--- config.mk ---
export PLATFORM = sky130hd
export DESIGN_NAME = periodic_task_release_scheduler
export DESIGN_NICKNAME = d
export VERILOG_FILES = /design/src/design/ptrs_pkg.sv /design/src/design/ptrs_rem.sv /design/src/design/periodic_task_release_scheduler.sv
export VERILOG_INCLUDE_DIRS = /design/src /design/src/design
export SDC_FILE = /design/constraint.sdc
export NUM_CORES = 1
export LEC_CHECK = 0
export BUFFER_PORTS_ARGS = -buffer_cell sky130_fd_sc_hd__buf_2
export CELL_PAD_IN_SITES_DETAIL_PLACEMENT = 1
export CELL_PAD_IN_SITES_GLOBAL_PLACEMENT = 1
export CORE_MARGIN = 2
export CORE_UTILIZATION = 52
export CTS_BUF_LIST = sky130_fd_sc_hd__clkbuf_4 sky130_fd_sc_hd__clkbuf_8 sky130_fd_sc_hd__clkbuf_16
export CTS_CLUSTER_SIZE = 25
export DETAILED_ROUTE_END_ITERATION = 8
export PLACE_DENSITY_LB_ADDON = 0.2
export REMOVE_ABC_BUFFERS = 1
export SETUP_SLACK_MARGIN = 0.15
export SYNTH_ARGS = -nofsm -noshare
export SYNTH_HDL_FRONTEND = slang
export SYNTH_SLANG_ARGS = --single-unit
--- constraint.sdc ---
create_clock -name clk_i -period 3.1 [get_ports clk_i]
set_input_delay 0.31 -clock clk_i [delete_from_list [all_inputs] [get_ports clk_i]]
set_output_delay 0.31 -clock clk_i [all_outputs]
set_load 0.03 [all_outputs]
--- src/design/assert_macros.svh ---
// Assertion macros shared by the scheduler RTL
`ifndef ASSERT_MACROS_SVH
`define ASSERT_MACROS_SVH
`ifndef SYNTH
// Property that must hold at every clock edge outside reset
`define ASSERT_PROP(lbl, clk, rst_n, prop, msg) \
  lbl: assert property (@(posedge clk) disable iff (!rst_n) prop) else $error(msg);
// Condition that must never be true outside reset
`define ASSERT_NEVER(lbl, clk, rst_n, expr, msg) \
  lbl: assert property (@(posedge clk) disable iff (!rst_n) !(expr)) else $error(msg);
`else
`define ASSERT_PROP(lbl, clk, rst_n, prop, msg)
`define ASSERT_NEVER(lbl, clk, rst_n, expr, msg)
`endif
`endif

--- src/design/ptrs_pkg.sv ---
// Types, constants and helpers of the periodic task release scheduler
`timescale 1ns / 1ps

package ptrs_pkg;

  // Slot table geometry
  localparam int unsigned TASK_SLOTS  = 8;
  localparam int unsigned MAX_RESULTS = 8;
  localparam int unsigned SLOT_W      = (TASK_SLOTS > 1) ? $clog2(TASK_SLOTS) : 1;
  localparam int unsigned CNT_W       = $clog2(MAX_RESULTS + 1);
  localparam int unsigned PERIOD_W    = 16;
  localparam int unsigned STEP_W      = $clog2(PERIOD_W);

  // Action codes
  localparam logic [2:0] ACT_TICK    = 3'd0;
  localparam logic [2:0] ACT_CREATE  = 3'd1;
  localparam logic [2:0] ACT_SUSPEND = 3'd2;
  localparam logic [2:0] ACT_RESUME  = 3'd3;
  localparam logic [2:0] ACT_DELETE  = 3'd4;

  typedef logic [SLOT_W-1:0] slot_idx_t;

  typedef struct packed {
    logic [2:0]          action;
    logic [7:0]          task_slot;
    logic [PERIOD_W-1:0] period_ticks;
  } in_item_t;

  typedef struct packed {
    logic [2:0] due_task;
    logic       last_due;
  } out_item_t;

  // Status of the shared remainder unit
  typedef struct packed {
    logic busy;
    logic done;
  } rem_sts_t;

  // Low three bits of a slot index
  function automatic logic [2:0] due_code(slot_idx_t idx);
    logic [SLOT_W+2:0] wide;
    wide = {3'b000, idx};
    return wide[2:0];
  endfunction

  // Slot number lies inside the table
  function automatic logic slot_in_range(logic [7:0] slot);
    return (32'(slot) < TASK_SLOTS);
  endfunction

endpackage

--- src/design/ptrs_rem.sv ---
// Bit-serial 16-bit remainder unit, one quotient bit per cycle
`timescale 1ns / 1ps

module ptrs_rem (
  input  logic                          clk_i,
  input  logic                          rst_ni,
  input  logic                          start_i,
  input  logic [ptrs_pkg::PERIOD_W-1:0] dividend_i,
  input  logic [ptrs_pkg::PERIOD_W-1:0] divisor_i,
  output ptrs_pkg::rem_sts_t            sts_o,
  output logic [ptrs_pkg::PERIOD_W-1:0] rem_o
);

  logic                          busy_q;
  logic                          done_q;
  logic [ptrs_pkg::STEP_W-1:0]   step_q;
  logic [ptrs_pkg::PERIOD_W-1:0] rem_q;
  logic [ptrs_pkg::PERIOD_W-1:0] dvd_q;
  logic [ptrs_pkg::PERIOD_W-1:0] dvs_q;

  logic [ptrs_pkg::PERIOD_W:0]   shifted;
  logic [ptrs_pkg::PERIOD_W:0]   diff;
  logic [ptrs_pkg::PERIOD_W-1:0] rem_step;

  // Restoring step: shift in next dividend bit, subtract if it fits
  always_comb begin
    shifted  = {rem_q, dvd_q[ptrs_pkg::PERIOD_W-1]};
    diff     = shifted - {1'b0, dvs_q};
    rem_step = (shifted >= {1'b0, dvs_q}) ? diff[ptrs_pkg::PERIOD_W-1:0]
                                          : shifted[ptrs_pkg::PERIOD_W-1:0];
  end

  // Step control
  always_ff @(posedge clk_i or negedge rst_ni) begin
    if (!rst_ni) begin
      busy_q <= 1'b0;
      done_q <= 1'b0;
      step_q <= '0;
    end else if (start_i) begin
      busy_q <= 1'b1;
      done_q <= 1'b0;
      step_q <= '0;
    end else if (busy_q) begin
      step_q <= step_q + ptrs_pkg::STEP_W'(1);
      if (step_q == ptrs_pkg::STEP_W'(ptrs_pkg::PERIOD_W - 1)) begin
        busy_q <= 1'b0;
        done_q <= 1'b1;
      end
    end else begin
      done_q <= 1'b0;
    end
  end

  // Datapath
  always_ff @(posedge clk_i) begin
    if (start_i) begin
      rem_q <= '0;
      dvd_q <= dividend_i;
      dvs_q <= divisor_i;
    end else if (busy_q) begin
      rem_q <= rem_step;
      dvd_q <= {dvd_q[ptrs_pkg::PERIOD_W-2:0], 1'b0};
    end
  end

  assign sts_o.busy = busy_q;
  assign sts_o.done = done_q;
  assign rem_o      = rem_q;

endmodule

--- src/design/periodic_task_release_scheduler.sv ---
// Top level of the periodic task release scheduler
`timescale 1ns / 1ps
`include "assert_macros.svh"

// Usage:
// The input channel (in_valid_i / in_stall_o / in_data_i) takes one action per
// transfer: tick, create, suspend, resume or delete of a task slot. Create,
// suspend, resume and delete complete in the accepting cycle and give no result.
// A tick bumps the 16-bit wrapping tick counter and then walks the slots in
// order; each present, resumed slot with a nonzero period is checked by the
// bit-serial remainder unit (per slot: table read, check, one remainder step
// per tick counter bit and the done cycle; a further step when the slot is
// due). Idle slots pass through the table read and check only.
// Each due slot leaves as one transfer on the output channel
// (out_valid_o / out_stall_i / out_data_o); the final one of a tick carries
// last_due. A due slot is held until the next due slot is found or the walk
// ends. in_stall_o stays high for the whole tick. A stall on the output holds
// the result register and pauses the slot walk when a second due slot is
// waiting. Reset clears the counter, all present and resumed marks and both
// channels.
module periodic_task_release_scheduler (
  input  logic                clk_i,
  input  logic                rst_ni,
  input  logic                in_valid_i,
  output logic                in_stall_o,
  input  ptrs_pkg::in_item_t  in_data_i,
  output logic                out_valid_o,
  input  logic                out_stall_i,
  output ptrs_pkg::out_item_t out_data_o
);

  typedef enum logic [2:0] {
    ST_IDLE,
    ST_FETCH,
    ST_CHECK,
    ST_DIV,
    ST_DUE,
    ST_FLUSH
  } state_e;

  state_e                             state_q, state_d;
  logic [ptrs_pkg::PERIOD_W-1:0]      tick_q, tick_d;
  logic [ptrs_pkg::TASK_SLOTS-1:0]    present_q, present_d;
  logic [ptrs_pkg::TASK_SLOTS-1:0]    resumed_q, resumed_d;
  ptrs_pkg::slot_idx_t                scan_q, scan_d;
  ptrs_pkg::slot_idx_t                pend_q, pend_d;
  logic                               pend_vld_q, pend_vld_d;
  logic [ptrs_pkg::CNT_W-1:0]         found_q, found_d;
  logic                               out_vld_q, out_vld_d;
  ptrs_pkg::out_item_t                out_q, out_d;

  logic [ptrs_pkg::PERIOD_W-1:0]      period_mem [ptrs_pkg::TASK_SLOTS];
  logic [ptrs_pkg::PERIOD_W-1:0]      period_rd_q;
  logic                               mem_we;

  ptrs_pkg::slot_idx_t                wr_idx;
  logic                               wr_ok;
  logic                               out_free;
  logic                               last_slot;
  logic [ptrs_pkg::CNT_W-1:0]         found_inc;
  logic                               found_full;
  logic                               rem_start;
  ptrs_pkg::rem_sts_t                 rem_sts;
  logic [ptrs_pkg::PERIOD_W-1:0]      rem_val;

  // Shared remainder unit
  ptrs_rem u_rem (
    .clk_i      (clk_i),
    .rst_ni     (rst_ni),
    .start_i    (rem_start),
    .dividend_i (tick_q),
    .divisor_i  (period_rd_q),
    .sts_o      (rem_sts),
    .rem_o      (rem_val)
  );

  assign in_stall_o  = (state_q != ST_IDLE);
  assign out_valid_o = out_vld_q;
  assign out_data_o  = out_q;

  assign wr_idx     = in_data_i.task_slot[ptrs_pkg::SLOT_W-1:0];
  assign wr_ok      = ptrs_pkg::slot_in_range(in_data_i.task_slot);
  assign out_free   = !out_vld_q || !out_stall_i;
  assign last_slot  = (scan_q == ptrs_pkg::SLOT_W'(ptrs_pkg::TASK_SLOTS - 1));
  assign found_inc  = found_q + ptrs_pkg::CNT_W'(1);
  assign found_full = (found_inc == ptrs_pkg::CNT_W'(ptrs_pkg::MAX_RESULTS));

  // Period table: written by create, read at the scan slot
  always_ff @(posedge clk_i) begin
    if (mem_we) begin
      period_mem[wr_idx] <= in_data_i.period_ticks;
    end
    period_rd_q <= period_mem[scan_q];
  end

  // Sequencer next state; one due slot is held back so the last can be flagged
  always_comb begin
    state_d    = state_q;
    tick_d     = tick_q;
    present_d  = present_q;
    resumed_d  = resumed_q;
    scan_d     = scan_q;
    pend_d     = pend_q;
    pend_vld_d = pend_vld_q;
    found_d    = found_q;
    out_vld_d  = out_vld_q;
    out_d      = out_q;
    mem_we     = 1'b0;
    rem_start  = 1'b0;

    if (out_vld_q && !out_stall_i) begin
      out_vld_d = 1'b0;
    end

    case (state_q)
      ST_IDLE: begin
        if (in_valid_i) begin
          case (in_data_i.action)
            ptrs_pkg::ACT_TICK: begin
              tick_d  = tick_q + ptrs_pkg::PERIOD_W'(1);
              scan_d  = '0;
              found_d = '0;
              state_d = ST_FETCH;
            end
            ptrs_pkg::ACT_CREATE: begin
              if (wr_ok) begin
                mem_we            = 1'b1;
                present_d[wr_idx] = 1'b1;
                resumed_d[wr_idx] = 1'b1;
              end
            end
            ptrs_pkg::ACT_SUSPEND: begin
              if (wr_ok) begin
                resumed_d[wr_idx] = 1'b0;
              end
            end
            ptrs_pkg::ACT_RESUME: begin
              if (wr_ok) begin
                resumed_d[wr_idx] = 1'b1;
              end
            end
            ptrs_pkg::ACT_DELETE: begin
              if (wr_ok) begin
                present_d[wr_idx] = 1'b0;
              end
            end
            default: begin
            end
          endcase
        end
      end

      // period read issued at this edge
      ST_FETCH: begin
        state_d = ST_CHECK;
      end

      ST_CHECK: begin
        if (present_q[scan_q] && resumed_q[scan_q] && (period_rd_q != '0)) begin
          rem_start = 1'b1;
          state_d   = ST_DIV;
        end else if (last_slot) begin
          state_d = ST_FLUSH;
        end else begin
          scan_d  = scan_q + ptrs_pkg::SLOT_W'(1);
          state_d = ST_FETCH;
        end
      end

      ST_DIV: begin
        if (rem_sts.done) begin
          if (rem_val == '0) begin
            state_d = ST_DUE;
          end else if (last_slot) begin
            state_d = ST_FLUSH;
          end else begin
            scan_d  = scan_q + ptrs_pkg::SLOT_W'(1);
            state_d = ST_FETCH;
          end
        end
      end

      // Hand the held slot out, hold this one
      ST_DUE: begin
        if (!pend_vld_q || out_free) begin
          if (pend_vld_q) begin
            out_vld_d      = 1'b1;
            out_d.due_task = ptrs_pkg::due_code(pend_q);
            out_d.last_due = 1'b0;
          end
          pend_d     = scan_q;
          pend_vld_d = 1'b1;
          found_d    = found_inc;
          if (last_slot || found_full) begin
            state_d = ST_FLUSH;
          end else begin
            scan_d  = scan_q + ptrs_pkg::SLOT_W'(1);
            state_d = ST_FETCH;
          end
        end
      end

      // Final release of the tick carries the last flag
      ST_FLUSH: begin
        if (!pend_vld_q) begin
          state_d = ST_IDLE;
        end else if (out_free) begin
          out_vld_d      = 1'b1;
          out_d.due_task = ptrs_pkg::due_code(pend_q);
          out_d.last_due = 1'b1;
          pend_vld_d     = 1'b0;
          state_d        = ST_IDLE;
        end
      end

      default: begin
        state_d = ST_IDLE;
      end
    endcase
  end

  // State and registered outputs
  always_ff @(posedge clk_i or negedge rst_ni) begin
    if (!rst_ni) begin
      state_q    <= ST_IDLE;
      tick_q     <= '0;
      present_q  <= '0;
      resumed_q  <= '0;
      scan_q     <= '0;
      pend_q     <= '0;
      pend_vld_q <= 1'b0;
      found_q    <= '0;
      out_vld_q  <= 1'b0;
      out_q      <= '0;
    end else begin
      state_q    <= state_d;
      tick_q     <= tick_d;
      present_q  <= present_d;
      resumed_q  <= resumed_d;
      scan_q     <= scan_d;
      pend_q     <= pend_d;
      pend_vld_q <= pend_vld_d;
      found_q    <= found_d;
      out_vld_q  <= out_vld_d;
      out_q      <= out_d;
    end
  end

  // Checks
  `ASSERT_PROP(a_idle_no_pend, clk_i, rst_ni, (state_q == ST_IDLE) |-> !pend_vld_q, "held slot left over after tick")
  `ASSERT_NEVER(a_found_cap, clk_i, rst_ni, found_q > ptrs_pkg::CNT_W'(ptrs_pkg::MAX_RESULTS), "release count over limit")
  `ASSERT_PROP(a_rem_in_div, clk_i, rst_ni, rem_sts.busy |-> (state_q == ST_DIV), "remainder unit busy outside divide state")
  `ASSERT_PROP(a_tick_bump, clk_i, rst_ni, (in_valid_i && !in_stall_o && (in_data_i.action == ptrs_pkg::ACT_TICK)) |=> (tick_q == $past(tick_q) + 16'd1), "tick counter not advanced")

endmodule
* Word-level counts from Yosys, hierarchy flattened
Memory sizes are Yosys's and may differ from the RTL's. A register that Yosys moved wholly into a read port is not among the register bits.
Index checks and enable logic that the tools add are counted.
** Storage, ports and cells
- Bits in registers :: 105
- Latch bits :: 0
- RAM bits :: 128
- Bits in read-only memories :: 0
- Input port bits :: 31
- Output and inout port bits :: 6
- Logic and storage cells :: 162
- Memories kept :: 1
** Operators by class
- Add/sub/neg operators :: 5
- Multipliers :: 0
- Div/mod/pow operators :: 0
- Order comparisons :: 5
- Eq/ne operators :: 28
- Shift-type cells :: 0
- Mux-type cells :: 70
- Bitwise gates (word level) :: 5
- Reductions and logical operators :: 31
** Memories
- period_mem :: words 8, width 16, rd ports 1, clocked after Yosys merged registers in 1, wr ports 1, line periodic_task_release_scheduler.sv:52 : logic [ptrs_pkg::PERIOD_W-1:0] period_mem [ptrs_pkg::TASK_SLOTS];
** Operators with widths (count)
- 2-to-1 mux 3 bit :: 18
- 2-to-1 mux 16 bit :: 3
- 2-to-1 mux 4 bit :: 9
- 2-to-1 mux 8 bit :: 4
- one-hot mux 8 bit (2 select lines) :: 2
- 2-to-1 mux 1 bit :: 25
- inequality test 2 bit, second input constant :: 11
- AND reduction 5 bit :: 4
- one-hot mux 3 bit (6 select lines) :: 1
- >= comparator 17 x 16 -> 1 bit :: 1
- adder 16 x 1 -> 16 bit, second input constant :: 1
- bitwise AND 8 bit :: 2
- zero test 16 bit :: 1
- OR 8 bit :: 2
- one-hot mux 4 bit (2 select lines) :: 2
- nonzero test 16 bit :: 1
- subtractor 16 bit :: 1
- equality test 3 x 2 -> 1 bit, second input constant :: 4
- equality test 3 bit, second input constant :: 4
- one-hot mux 3 bit (4 select lines) :: 1
- nonzero test 2 bit :: 5
- adder 4 x 1 -> 4 bit, second input constant :: 2
- equality test 4 bit, second input constant :: 2
- < comparator 3 x 4 -> 1 bit, second input constant :: 2
- 21 further kinds :: 36

* Depth between registers and ports, before layout
Gate-level depths: netlist (run 1).
- Depth in word-level cells :: 8
- Gate-level depth with buffers :: 11
- Gate-level depth less buffers :: 11

* Cells and area by module
Synthesis (run 1) repeated with hierarchy kept, for this count alone.
** Unflattened totals
- Cell total of the unflattened synthesis :: 794
- Area, all modules :: 11021.8 µm²
** By module, submodules not included
- periodic_task_release_scheduler :: instances 1, cells an instance 474, area an instance 7791.2 µm², seq. area each 5440.2 µm²
- ptrs_rem :: instances 1, cells an instance 320, area an instance 3230.6 µm², seq. area each 1431.4 µm²

* Worst setup path after synthesis (run 1)
No wires, ideal clock.
- Kind :: flip-flop to flip-flop
- Start point :: reg state_q[1]
- End point :: mem period_mem[3][0] (netlist bit), enable pin
- Setup time :: 0.388 ns
- Data arrival time :: 2.201 ns
- Required time :: 2.712 ns
- Setup slack :: 0.511 ns
- Cell stages (with the launch flop) :: 8
- Buffers on the path :: 2
- Period minus slack after synthesis :: 2.589 ns
- Cells stage by stage :: dfrtp_1 -> buf_2 -> nor4b_4 -> nand2_1 -> nor3_1 -> nand3b_1 -> clkbuf_1 -> nor2_1
** Between the ends
- Longest elaborated chain between the ends :: 4
** RTL lines
- from (decl) :: line periodic_task_release_scheduler.sv:41 : state_e state_q, state_d;
- from (signal assigned) :: line periodic_task_release_scheduler.sv:236 : state_q <= state_d;
- zero test 3 bit :: line periodic_task_release_scheduler.sv:115 : case (state_q)
- 2-to-1 mux 1 bit :: line periodic_task_release_scheduler.sv:115
- 2-to-1 mux 1 bit :: line periodic_task_release_scheduler.sv:90 : if (mem_we) begin
- 2-to-1 mux 1 bit (not written as such) :: line periodic_task_release_scheduler.sv:91 : period_mem[wr_idx] <= in_data_i.period_ticks;
- to (decl) :: line periodic_task_release_scheduler.sv:52
Every way passes these cells.

* Final worst setup path (run 1)
- Start point :: reg state_q[0]
- End point :: mem period_mem[3][9] (netlist bit), enable pin
Same word-level chain as after synthesis.

==> results of run 1 <==
-- cells in the mapped netlist, types with 4 or more instances --
| library cell | instances |
|---|---|
| sky130_fd_sc_hd__mux4_2 | 32 |
| sky130_fd_sc_hd__nor2_1 | 40 |
| sky130_fd_sc_hd__xor2_1 | 13 |
| sky130_fd_sc_hd__nand4_1 | 12 |
| sky130_fd_sc_hd__and2_1 | 5 |
| sky130_fd_sc_hd__a31oi_1 | 5 |
| sky130_fd_sc_hd__clkbuf_1 | 13 |
| sky130_fd_sc_hd__nand2_1 | 95 |
| sky130_fd_sc_hd__nand3b_1 | 4 |
| sky130_fd_sc_hd__xnor2_1 | 21 |
| sky130_fd_sc_hd__a21oi_1 | 29 |
| sky130_fd_sc_hd__o21ai_0 | 47 |
| sky130_fd_sc_hd__and3_1 | 4 |
| sky130_fd_sc_hd__nand2b_1 | 6 |
| sky130_fd_sc_hd__mux2i_1 | 10 |
| sky130_fd_sc_hd__nand3_1 | 14 |
| sky130_fd_sc_hd__dfxtp_1 | 32 |
| sky130_fd_sc_hd__a41oi_1 | 4 |
| sky130_fd_sc_hd__ha_1 | 21 |
| sky130_fd_sc_hd__a211oi_1 | 6 |
| sky130_fd_sc_hd__o211ai_1 | 5 |
| sky130_fd_sc_hd__nor3_1 | 9 |
| sky130_fd_sc_hd__edfxtp_1 | 160 |
| sky130_fd_sc_hd__nor4_1 | 9 |
| sky130_fd_sc_hd__o21a_1 | 4 |
| sky130_fd_sc_hd__dfrtp_1 | 57 |
| sky130_fd_sc_hd__mux2_2 | 32 |
| sky130_fd_sc_hd__inv_1 | 28 |
| sky130_fd_sc_hd__buf_2 | 10 |
-- state kept, by name (all words and copies together) (netlist names), named ones only --
name,flops
period_mem,128
period_rd_q,16
tick_q,16
u_rem.dvd_q,16
u_rem.dvs_q,16
u_rem.rem_o,16
found_q,4
out_data_o,4
u_rem.step_q,4
pend_q,3
scan_q,3
state_q,3
out_valid_o,1
pend_vld_q,1
u_rem.busy_q,1
u_rem.done_q,1
-- metrics by stage --
step | instances | util | total power (uW) | TNS, ns | hold WS, ns
3_5_place_dp | 1069 | 0.5556 | 7632 | 0 | 0.4205
5_1_grt | 1118 | 0.6020 | 11410 | 0 | 0.04416
4_1_cts | 1118 | 0.6020 | 10940 | 0 | 0.02381
6_report | 1118 | 0.6020 | 10830 | 0 | 0.03507
3_3_place_gp | 1069 | 0.5556 | 7451 | 0 | 0.4205
2_1_floorplan | 745 | - | 6741 | -21.45 | 0.01441
-- cell type report --
type / instances / area (um^2) / share of cell area
Clock buffer: 31 / 713.2 / 0.05873
Timing Repair Buffer: 55 / 325.3 / 0.02679
Sequential cell: 249 / 6873 / 0.5660
Inverter: 30 / 112.6 / 0.009274
Tap cell: 270 / 337.8 / 0.02782
Clock inverter: 17 / 214.0 / 0.01762
Multi-Input combinational cell: 466 / 3567 / 0.2938
-- logic make-up (layout without fill, tap and decap cells) --
family,count (synthesis),after routing,share of synthesized area
adders and majority gates,22,22,0.02647
xor gates and xnor gates,34,34,0.02787
DFF,249,249,0.6432
buffers and inverters,56,133,0.02295
AOI/OAI and AO/OA,121,121,0.07191
muxes,75,75,0.1116
and+or+nand+nor,214,214,0.09603
-- worst max-delay path, stage by stage, from the launching register on --
cell and delay (ns):
sky130_fd_sc_hd__dfrtp_1 0.54, sky130_fd_sc_hd__nor4b_4 0.36, sky130_fd_sc_hd__nand2_1 0.10, sky130_fd_sc_hd__nor3_1 0.24, sky130_fd_sc_hd__nand3b_1 0.48, sky130_fd_sc_hd__nor2_1 0.27
sky130_fd_sc_hd__buf_4 0.31
-- layer usage --
layer	global-route usage	routed length [um]
met1	0.2961	10110
met2	0.3766	11600
met3	0.03634	840
met4	0.06923	588
met5	0	0
-- power by group --
| group | internal [uW] | leakage (uW) | switching [uW] |
|---|---|---|---|
| clock | 1990 | 0.000461 | 1280 |
| sequential | 4090 | 0.00249 | 387 |
| combinational | 1380 | 0.00172 | 1710 |
-- final timing paths --
kind,from,to,slack [ns],depth (start not counted)
worst max-delay path,state_q[0]$_DFFE_PN0P_,period_mem[3][9]$_DFFE_PP_,0.47,6
worst min-delay path,in_data_i[11],period_mem[5][11]$_DFFE_PP_,0.04,1
worst max register to register,state_q[0]$_DFFE_PN0P_,period_mem[3][9]$_DFFE_PP_,0.47,6
worst min register to register,period_rd_q[1]$_DFF_P_,u_rem.dvs_q[1]$_DFFE_PP_,0.43,0
max in group asynchronous,rst_ni,tick_q[8]$_DFFE_PN0P_,1.85,3
min in group asynchronous,rst_ni,async pin,0.47,2
==> reports/results.tsv, run 1 <==
metric	value	unit
status	finished clean	
grt_overflow_total	0	
floorplan.core_area	20170	um^2
final_min_period_over_clock_period	0.8492	
hold_viol_final	0	
maxCapViolations	0	
nets	881	
slew_headroom	0.3622	
achievable-frequency	379.9	MHz
synth_async_sr_flop_share	0.2289	
antenna_cells	0	
number_of_global_route_vias_before_repair	6956	
worst_ep_required_time	3.31	ns
finalSetupViolCount	0	
synth.area.top_cells	sky130_fd_sc_hd__edfxtp_1, sky130_fd_sc_hd__dfrtp_1, sky130_fd_sc_hd__mux4_2, sky130_fd_sc_hd__dfxtp_1, sky130_fd_sc_hd__mux2_2	
start_util	0.5297	
cts_inserted_buffers	26	
final_antenna_net_count	0	
fin_crit	2.632	ns
placement.cell_area	11210	um^2
setup.worst_path.start_class	flip-flop	
yosysTopAreaCellShare	0.4497	
synth-seq-cells	249	
final_worst_setup_slack	0.4675	ns
fp.dieH	147.3	um
worst_slew_pin_slew	0.9567	ns
die_w	147.3	um
post-dp-hpwl	15.99	mm
hold_path.class	in -> reg	
grt_first_pass_wirelength	37.74	mm
number_of_antenna_violations_at_the_first_check_in_global_routing	0	
ir_drop	0.0005240	V
worstSkewPairLatency	0.53	ns
clock_path_buffers	3	
worst_setup_hold_path_clk_slew	0.06	ns
final_common_cell	sky130_fd_sc_hd__edfxtp_1	
cts_htree_levels	1	
detail_route.iter0.violations	408	
unrepaired_setup_endpoints_after_global_routing	false	
post_synth_edffs	160	
worstPathArrival	2.84	ns
grt_usage	0.2218	
drc	0	
critical_setup_path_kind	reg -> reg	
postLayoutCellArea	12140	um^2
cts_num_sinks	249	
gp_congestion	0.8357	
postCtsSetupBuffers	0	
wire_per_inst	20.70	um
netlist.top_cell.by_area	sky130_fd_sc_hd__edfxtp_1	
rows	52	
synthesis.area_per_instance	13.86	um^2
lkg_pwr	0.004670	uW
io_buffer_count	36	
pin_count	37	
seq_area_frac_synth	0.6432	
cts.repair.resized	0	
syn-instance-count	771	
synth_ff_type	sky130_fd_sc_hd__edfxtp_1	
final-max-slew-violation-count	0	
fill_cells	1940	
drive_gt1_frac	0.2134	
critical_path_peak_fanout	16	
drt_wl_total	23.15	mm
tritoncts	yes	
cts.hold.buffers_added	1	
leading_cell_types_in_the_layout_fill_and_taps_excluded	sky130_fd_sc_hd__edfxtp_1, sky130_fd_sc_hd__nand2_1, sky130_fd_sc_hd__dfrtp_1	
finClkSkew	0.008042	ns
syn-cell-area	10680	um^2
firstDrtPassIters	4	
area.growth.synth_to_final	13.66	%
category_of_the_worst_setup_path_capture_point	flip-flop	
num_vias	6392	
post-place-ws	0.5050	ns
floorplan.die_area	21710	um^2
post_synth_num_cell_types	59	
vias_per_cell	5.717	
cts.root.buffer_cell	sky130_fd_sc_hd__clkbuf_16	
power.density_cell_area	892.0	nW/um^2
grt_max_degree	43	
synthesis.yosys.warnings	0	
(Power assumes the default switching activity.)
==> run 2: changes to the inputs <==
==> constraint.sdc (replaced) <==
create_clock -name clk_i -period 2.7 [get_ports clk_i]
set_input_delay 0.27 -clock clk_i [delete_from_list [all_inputs] [get_ports clk_i]]
set_output_delay 0.27 -clock clk_i [all_outputs]
set_load 0.03 [all_outputs]
==> reports/results.tsv, run 2 (synthesis gave the netlist of run 1 again) <==
metric	value	unit	change
status	finished clean		
gp_congestion	0.8352		about the same
final_min_period_over_clock_period	0.9105		+0.06136
finClkSkew	0.01010	ns	+0.002055 ns
drc	0		unchanged
holdPathStages	1		unchanged
num_vias	6517		+2.0%
start_util	0.5297		unchanged
final_worst_setup_slack	0.2415	ns	-0.2260 ns
worst_ep_required_time	3.16	ns	-0.15 ns
post-place-ws	0.2088	ns	-0.2962 ns
setup.worst_path.start_class	flip-flop		
final_antenna_net_count	0		unchanged
hold_viol_final	0		unchanged
dp.cells	1077		+0.75%
critical_path.reg2reg.endpoint	u_rem.rem_o[0]$_SDFFE_PP0P_		
detail_route.iter0.violations	332		-19%
hold-path-endpoint	period_mem[6][7]$_DFFE_PP_		
area.growth.synth_to_final	15.47	%	
fin_cells	1137		+1.7%
unrepaired_setup_endpoints_after_global_routing	false		
cts_num_sinks	249		unchanged
worst_slew_pin_slew	0.8693	ns	-0.08740 ns
fp.dieH	147.3	um	unchanged
largest_register_ff_count	128		unchanged
cts.root.buffer_cell	sky130_fd_sc_hd__clkbuf_16		
ff2ff_path_depth	9		+3
leading_cell_types_in_the_layout_fill_and_taps_excluded	sky130_fd_sc_hd__edfxtp_1, sky130_fd_sc_hd__nand2_1, sky130_fd_sc_hd__dfrtp_1		
final-max-slew-violation-count	0		unchanged
finalSetupViolCount	0		unchanged
cts_htree_levels	1		unchanged
clock_path_buffers	3		unchanged
tritoncts	yes		
antenna_cells	0		unchanged
critical_setup_path_kind	reg -> reg		
placement.cell_area	11320	um^2	+0.98%
grt_usage	0.2284		+0.006532
io_buffer_count	36		unchanged
setup.worst_path.start	u_rem.dvs_q[10]$_DFFE_PP_		
pin_count	37		unchanged
critical_path_peak_fanout	7		-9
floorplan.core_area	20170	um^2	unchanged
worstPathArrival	2.92	ns	+0.08 ns
rows	52		unchanged
finalSetupTns	0	ns	unchanged
drt_wl_total	24.18	mm	+4.5%
maxCapViolations	0		unchanged
number_of_antenna_violations_at_the_first_check_in_global_routing	1		+1
hold_path.class	in -> reg		
firstDrtPassIters	4		unchanged
ir_drop	0.0006503	V	+24%
fin_crit	2.458	ns	-0.1740 ns
slew_headroom	0.4205		+0.05827
category_of_the_worst_setup_path_capture_point	flip-flop		
origin_of_the_critical_flop_to_flop_path	u_rem.dvs_q[10]$_DFFE_PP_		
floorplan.die_area	21710	um^2	unchanged
drive_gt1_frac	0.2364		+0.02300
number_of_global_route_vias_before_repair	7173		+3.1%
power.density_cell_area	1016	nW/um^2	+14%
nets	900		+2.2%
power	12540	uW	+16%
worstHoldStart	in_data_i[7]		
vias_per_cell	5.732		+0.25%
wire_per_inst	21.26	um	+2.7%
final_common_cell	sky130_fd_sc_hd__edfxtp_1		
worst_setup_hold_path_clk_slew	0.07	ns	about the same
achievable-frequency	406.8	MHz	+7.1%
reg2reg_slack	0.24	ns	-0.23 ns
post-dp-hpwl	15.71	mm	-1.7%
postLayoutCellArea	12340	um^2	+1.6%
cts_inserted_buffers	26		unchanged
grt_overflow_total	0		unchanged
worstSkewPairLatency	0.52	ns	about the same
die_w	147.3	um	unchanged
fill_cells	1949		+0.46%
lkg_pwr	0.004727	uW	+1.2%
grt_max_degree	37		-14%
grt_first_pass_wirelength	38.83	mm	+2.9%
registers.top_by_ff_count	period_mem		
run 2: layout make-up:
class	instances	area, um^2	area share
sequential	249	6873	0.5571
multi-input combinational	467	3633	0.2945
clock buffer	32	719.4	0.05832
timing repair buffer	73	523.0	0.04239
tap	270	337.8	0.02738
clock inverter	16	137.6	0.01116
inverter	30	112.6	0.009128
run 2: through the flow:
step | utilization | hold WS, ns
2_1_floorplan | - | -0.02559
3_3_place_gp | 0.5610 | 0.3966
3_5_place_dp | 0.5610 | 0.4203
4_1_cts | 0.6051 | 0.0008186
5_1_grt | 0.6117 | 0.01218
6_report | 0.6117 | 0.01751
run 2: where the power goes:
part | internal (uW) | leakage (uW) | switching [uW]
Combinational | 1780 | 0.00182 | 2040
Clock | 2090 | 0.000415 | 1450
Sequential | 4700 | 0.00249 | 483
Total | 8560 | 0.00473 | 3980
run 2: how the worst max path moves through the flow:
stage,endpoint,depth (start not counted)
2_1_floorplan,u_rem.rem_o[13]$_SDFFE_PP0P_,8
3_3_place_gp,u_rem.rem_o[0]$_SDFFE_PP0P_,9
3_5_place_dp,u_rem.rem_o[0]$_SDFFE_PP0P_,8
4_1_cts,u_rem.rem_o[10]$_SDFFE_PP0P_,9
5_1_grt,u_rem.rem_o[0]$_SDFFE_PP0P_,8
6_report,u_rem.rem_o[0]$_SDFFE_PP0P_,9
run 2: routing by layer:
layer  vias up  GRT usage  part of all wire
li1       3034          -                 -
met3        49    0.03261             0.037
met2       104     0.4164              0.52
met1      3328     0.2823              0.41
met4         2    0.07067             0.026
met5         -          0           0.00045
run 2: what timing repair did:
action	4_1_cts	5_1_grt
pin swaps	0	7
buffers inserted	0	8
hold buffers	3	0
gates resized for setup	1	14
gates cloned	0	1
setup endpoints to repair	1	34
hold endpoints to repair	51	0
run 2: worst max-delay path, cell delays in order (launching register included):
cell and delay (ns):
sky130_fd_sc_hd__edfxtp_1 0.36, sky130_fd_sc_hd__inv_1 0.07, sky130_fd_sc_hd__ha_2 0.31, sky130_fd_sc_hd__a21o_1 0.21, sky130_fd_sc_hd__a21o_1 0.21, sky130_fd_sc_hd__a221oi_4 0.34, sky130_fd_sc_hd__o21ai_4 0.15, sky130_fd_sc_hd__a21oi_4 0.23
sky130_fd_sc_hd__mux2_2 0.37, sky130_fd_sc_hd__a21oi_1 0.13
==> run 3: changes to the inputs <==
--- a/config.mk
+++ b/config.mk
@@ -9,7 +9,6 @@
 export BUFFER_PORTS_ARGS = -buffer_cell sky130_fd_sc_hd__buf_2
 export CELL_PAD_IN_SITES_DETAIL_PLACEMENT = 1
 export CELL_PAD_IN_SITES_GLOBAL_PLACEMENT = 1
-export CORE_MARGIN = 2
 export CORE_UTILIZATION = 52
 export CTS_BUF_LIST = sky130_fd_sc_hd__clkbuf_4 sky130_fd_sc_hd__clkbuf_8 sky130_fd_sc_hd__clkbuf_16
 export CTS_CLUSTER_SIZE = 25
==> reports/results.tsv, run 3 (synthesis gave the netlist of run 1 again) <==
metric	value	unit	change
post-dp-hpwl	15.84	mm	+0.83%
final_antenna_net_count	0		unchanged
critical_path.reg2reg.endpoint	u_rem.rem_o[14]$_SDFFE_PP0P_		
status	finished clean		
vias_per_cell	5.738		+0.10%
final-max-slew-violation-count	0		unchanged
cp_slowest_stage_delay	0.43	ns	+0.06 ns
finish.utilization	0.6227		+0.01104
timing.critical_path.max_delay_family	compound AO/OA/AOI/OAI gates		
fin_crit	2.408	ns	-0.05054 ns
holdPathStages	3		+2
wire_per_inst	21.68	um	+2.0%
worst_slew_pin_slew	0.6493	ns	-0.2200 ns
grt_first_pass_wirelength	39.75	mm	+2.4%
finalSetupTns	0	ns	unchanged
power.density_cell_area	1023	nW/um^2	+0.70%
dp.cells	1077		unchanged
unrepaired_setup_endpoints_after_global_routing	true		
final_common_cell	sky130_fd_sc_hd__edfxtp_1		
worst_setup_hold_path_clk_slew	0.06	ns	about the same
slew_headroom	0.5671		+0.1467
maxCapViolations	0		unchanged
pin_count	37		unchanged
worstSkewPairLatency	0.55	ns	+0.03 ns
floorplan.core_area	20170	um^2	unchanged
cts_num_sinks	249		unchanged
nets	913		+1.4%
rows	52		unchanged
tritoncts	yes		
setup.worst_path.start_class	flip-flop		
floorplan.die_area	21120	um^2	-2.7%
drt_wl_total	24.95	mm	+3.2%
final_min_period_over_clock_period	0.8918		-0.01872
critical_setup_path_kind	reg -> reg		
number_of_antenna_violations_at_the_first_check_in_global_routing	0		-1
start_util	0.5297		unchanged
final_worst_setup_slack	0.2921	ns	+0.05054 ns
grt_usage	0.2441		+0.01572
worstPathArrival	2.87	ns	-0.05 ns
ir_drop	0.0006731	V	+3.5%
detail_route.iter0.violations	325		-2.1%
cts_inserted_buffers	27		+3.8%
finClkSkew	0.01713	ns	+0.007036 ns
reg2reg_slack	0.29	ns	+0.05 ns
critPathMostFrequentCell	sky130_fd_sc_hd__inv_1		
registers.top_by_ff_count	period_mem		
gp_congestion	0.8483		+1.6%
number_of_global_route_vias_before_repair	7237		+0.89%
cts.root.buffer_cell	sky130_fd_sc_hd__clkbuf_16		
hold_viol_final	0		unchanged
largest_register_ff_count	128		unchanged
cts_htree_levels	1		unchanged
origin_of_the_critical_flop_to_flop_path	u_rem.dvd_q[15]$_DFFE_PP_		
firstDrtPassIters	5		+1
die_w	145.3	um	-1.4%
io_buffer_count	36		unchanged
finalSetupViolCount	0		unchanged
drive_gt1_frac	0.2293		-0.007163
grt_max_degree	35		-5.4%
path_cells	inv_1, ha_1, inv_1, fa_1, a211oi_2, o21a_2, o21ai_0, a41oi_1, xnor2_1, nand2_1, a31oi_2		
critical-path-slowest-cell	sky130_fd_sc_hd__fa_1		
critical_path_peak_fanout	4		-3
clock_path_buffers	3		unchanged
drc	0		unchanged
leading_cell_types_in_the_layout_fill_and_taps_excluded	sky130_fd_sc_hd__edfxtp_1, sky130_fd_sc_hd__nand2_1, sky130_fd_sc_hd__dfrtp_1		
worstHoldStart	in_data_i[16]		
grt_overflow_total	0		unchanged
category_of_the_worst_setup_path_capture_point	flip-flop		
area.growth.synth_to_final	17.55	%	
fill_cells	1917		-1.6%
timing.critical_path.buf_inv	2		+1
worst_ep_required_time	3.16	ns	about the same
ff2ff_path_depth	11		+2
fin_cells	1151		+1.2%
hold_path.class	in -> reg		
antenna_cells	0		unchanged
post-place-ws	0.2010	ns	-0.007752 ns
num_vias	6604		+1.3%
fp.dieH	145.3	um	-1.4%
achievable-frequency	415.3	MHz	+2.1%
lkg_pwr	0.004846	uW	+2.5%
-- run 3: cell type report --
class / count / area (um^2) / share of cell area
sequential: 249 / 6873 / 0.5472
timing repair buffer: 85 / 668.1 / 0.05320
inverter: 30 / 112.6 / 0.008966
tap: 270 / 337.8 / 0.02690
clock buffer: 34 / 753.2 / 0.05997
multi-input combinational: 467 / 3613 / 0.2877
clock inverter: 16 / 201.4 / 0.01604
-- run 3: repair_timing --
| item | 4_1_cts | 5_1_grt |
|---|---|---|
| setup buffers | 0 | 5 |
| setup endpoints to repair | 1 | 13 |
| hold buffers | 18 | 0 |
| cloned | 0 | 1 |
| gates resized for setup | 0 | 7 |
| endpoints found under the hold margin | 145 | 0 |
| pin swaps | 1 | 4 |
-- run 3: worst reg2reg max path, delay by kind of cell, from the launching register on --
| family | cells | cell delay, ns |
|---|---|---|
| AO/OA/AOI/OAI | 5 | 1.03 |
| adder cells (fa/ha/maj) | 2 | 0.59 |
| flip-flops | 1 | 0.37 |
| buffers and inverters | 2 | 0.14 |
| XOR/XNOR | 1 | 0.14 |
| AND/OR/NAND/NOR | 1 | 0.08 |
-- run 3: worst max-delay path by stage --
stage / startpoint / end / cells after the start
after floorplan: scan_q[0]$_DFFE_PN0P_ / u_rem.rem_o[13]$_SDFFE_PP0P_ / 8
after global placement: u_rem.dvd_q[15]$_DFFE_PP_ / u_rem.rem_o[14]$_SDFFE_PP0P_ / 11
after detailed placement: u_rem.dvd_q[15]$_DFFE_PP_ / u_rem.rem_o[14]$_SDFFE_PP0P_ / 11
after CTS: u_rem.dvd_q[15]$_DFFE_PP_ / u_rem.rem_o[14]$_SDFFE_PP0P_ / 11
after global routing: u_rem.dvd_q[15]$_DFFE_PP_ / u_rem.rem_o[14]$_SDFFE_PP0P_ / 11
final: u_rem.dvd_q[15]$_DFFE_PP_ / u_rem.rem_o[14]$_SDFFE_PP0P_ / 11
-- run 3: stage by stage --
step	hold slack, ns	total power [uW]	instance area [um^2]
final	0.1288	12850	12560
after global routing	0.1490	13510	12560
after CTS	0.09441	12780	12480
after detailed placement	0.2808	8789	11340
after global placement	0.2613	8613	11340
after floorplan	-0.02559	7739	10550
-- run 3: report_power, final --
group,internal [uW],switching (uW),leakage [uW]
Clock,2370,1530,0.000478
Combinational,1740,2030,0.00188
Sequential,4700,482,0.00249
-- run 3: layer usage --
metal	up-vias	global-route usage	wire, um
li1	3061	-	-
met1	3376	0.3009	10050
met2	120	0.4486	13420
met3	47	0.03260	924
met4	0	0.07053	561
met5	-	0	0
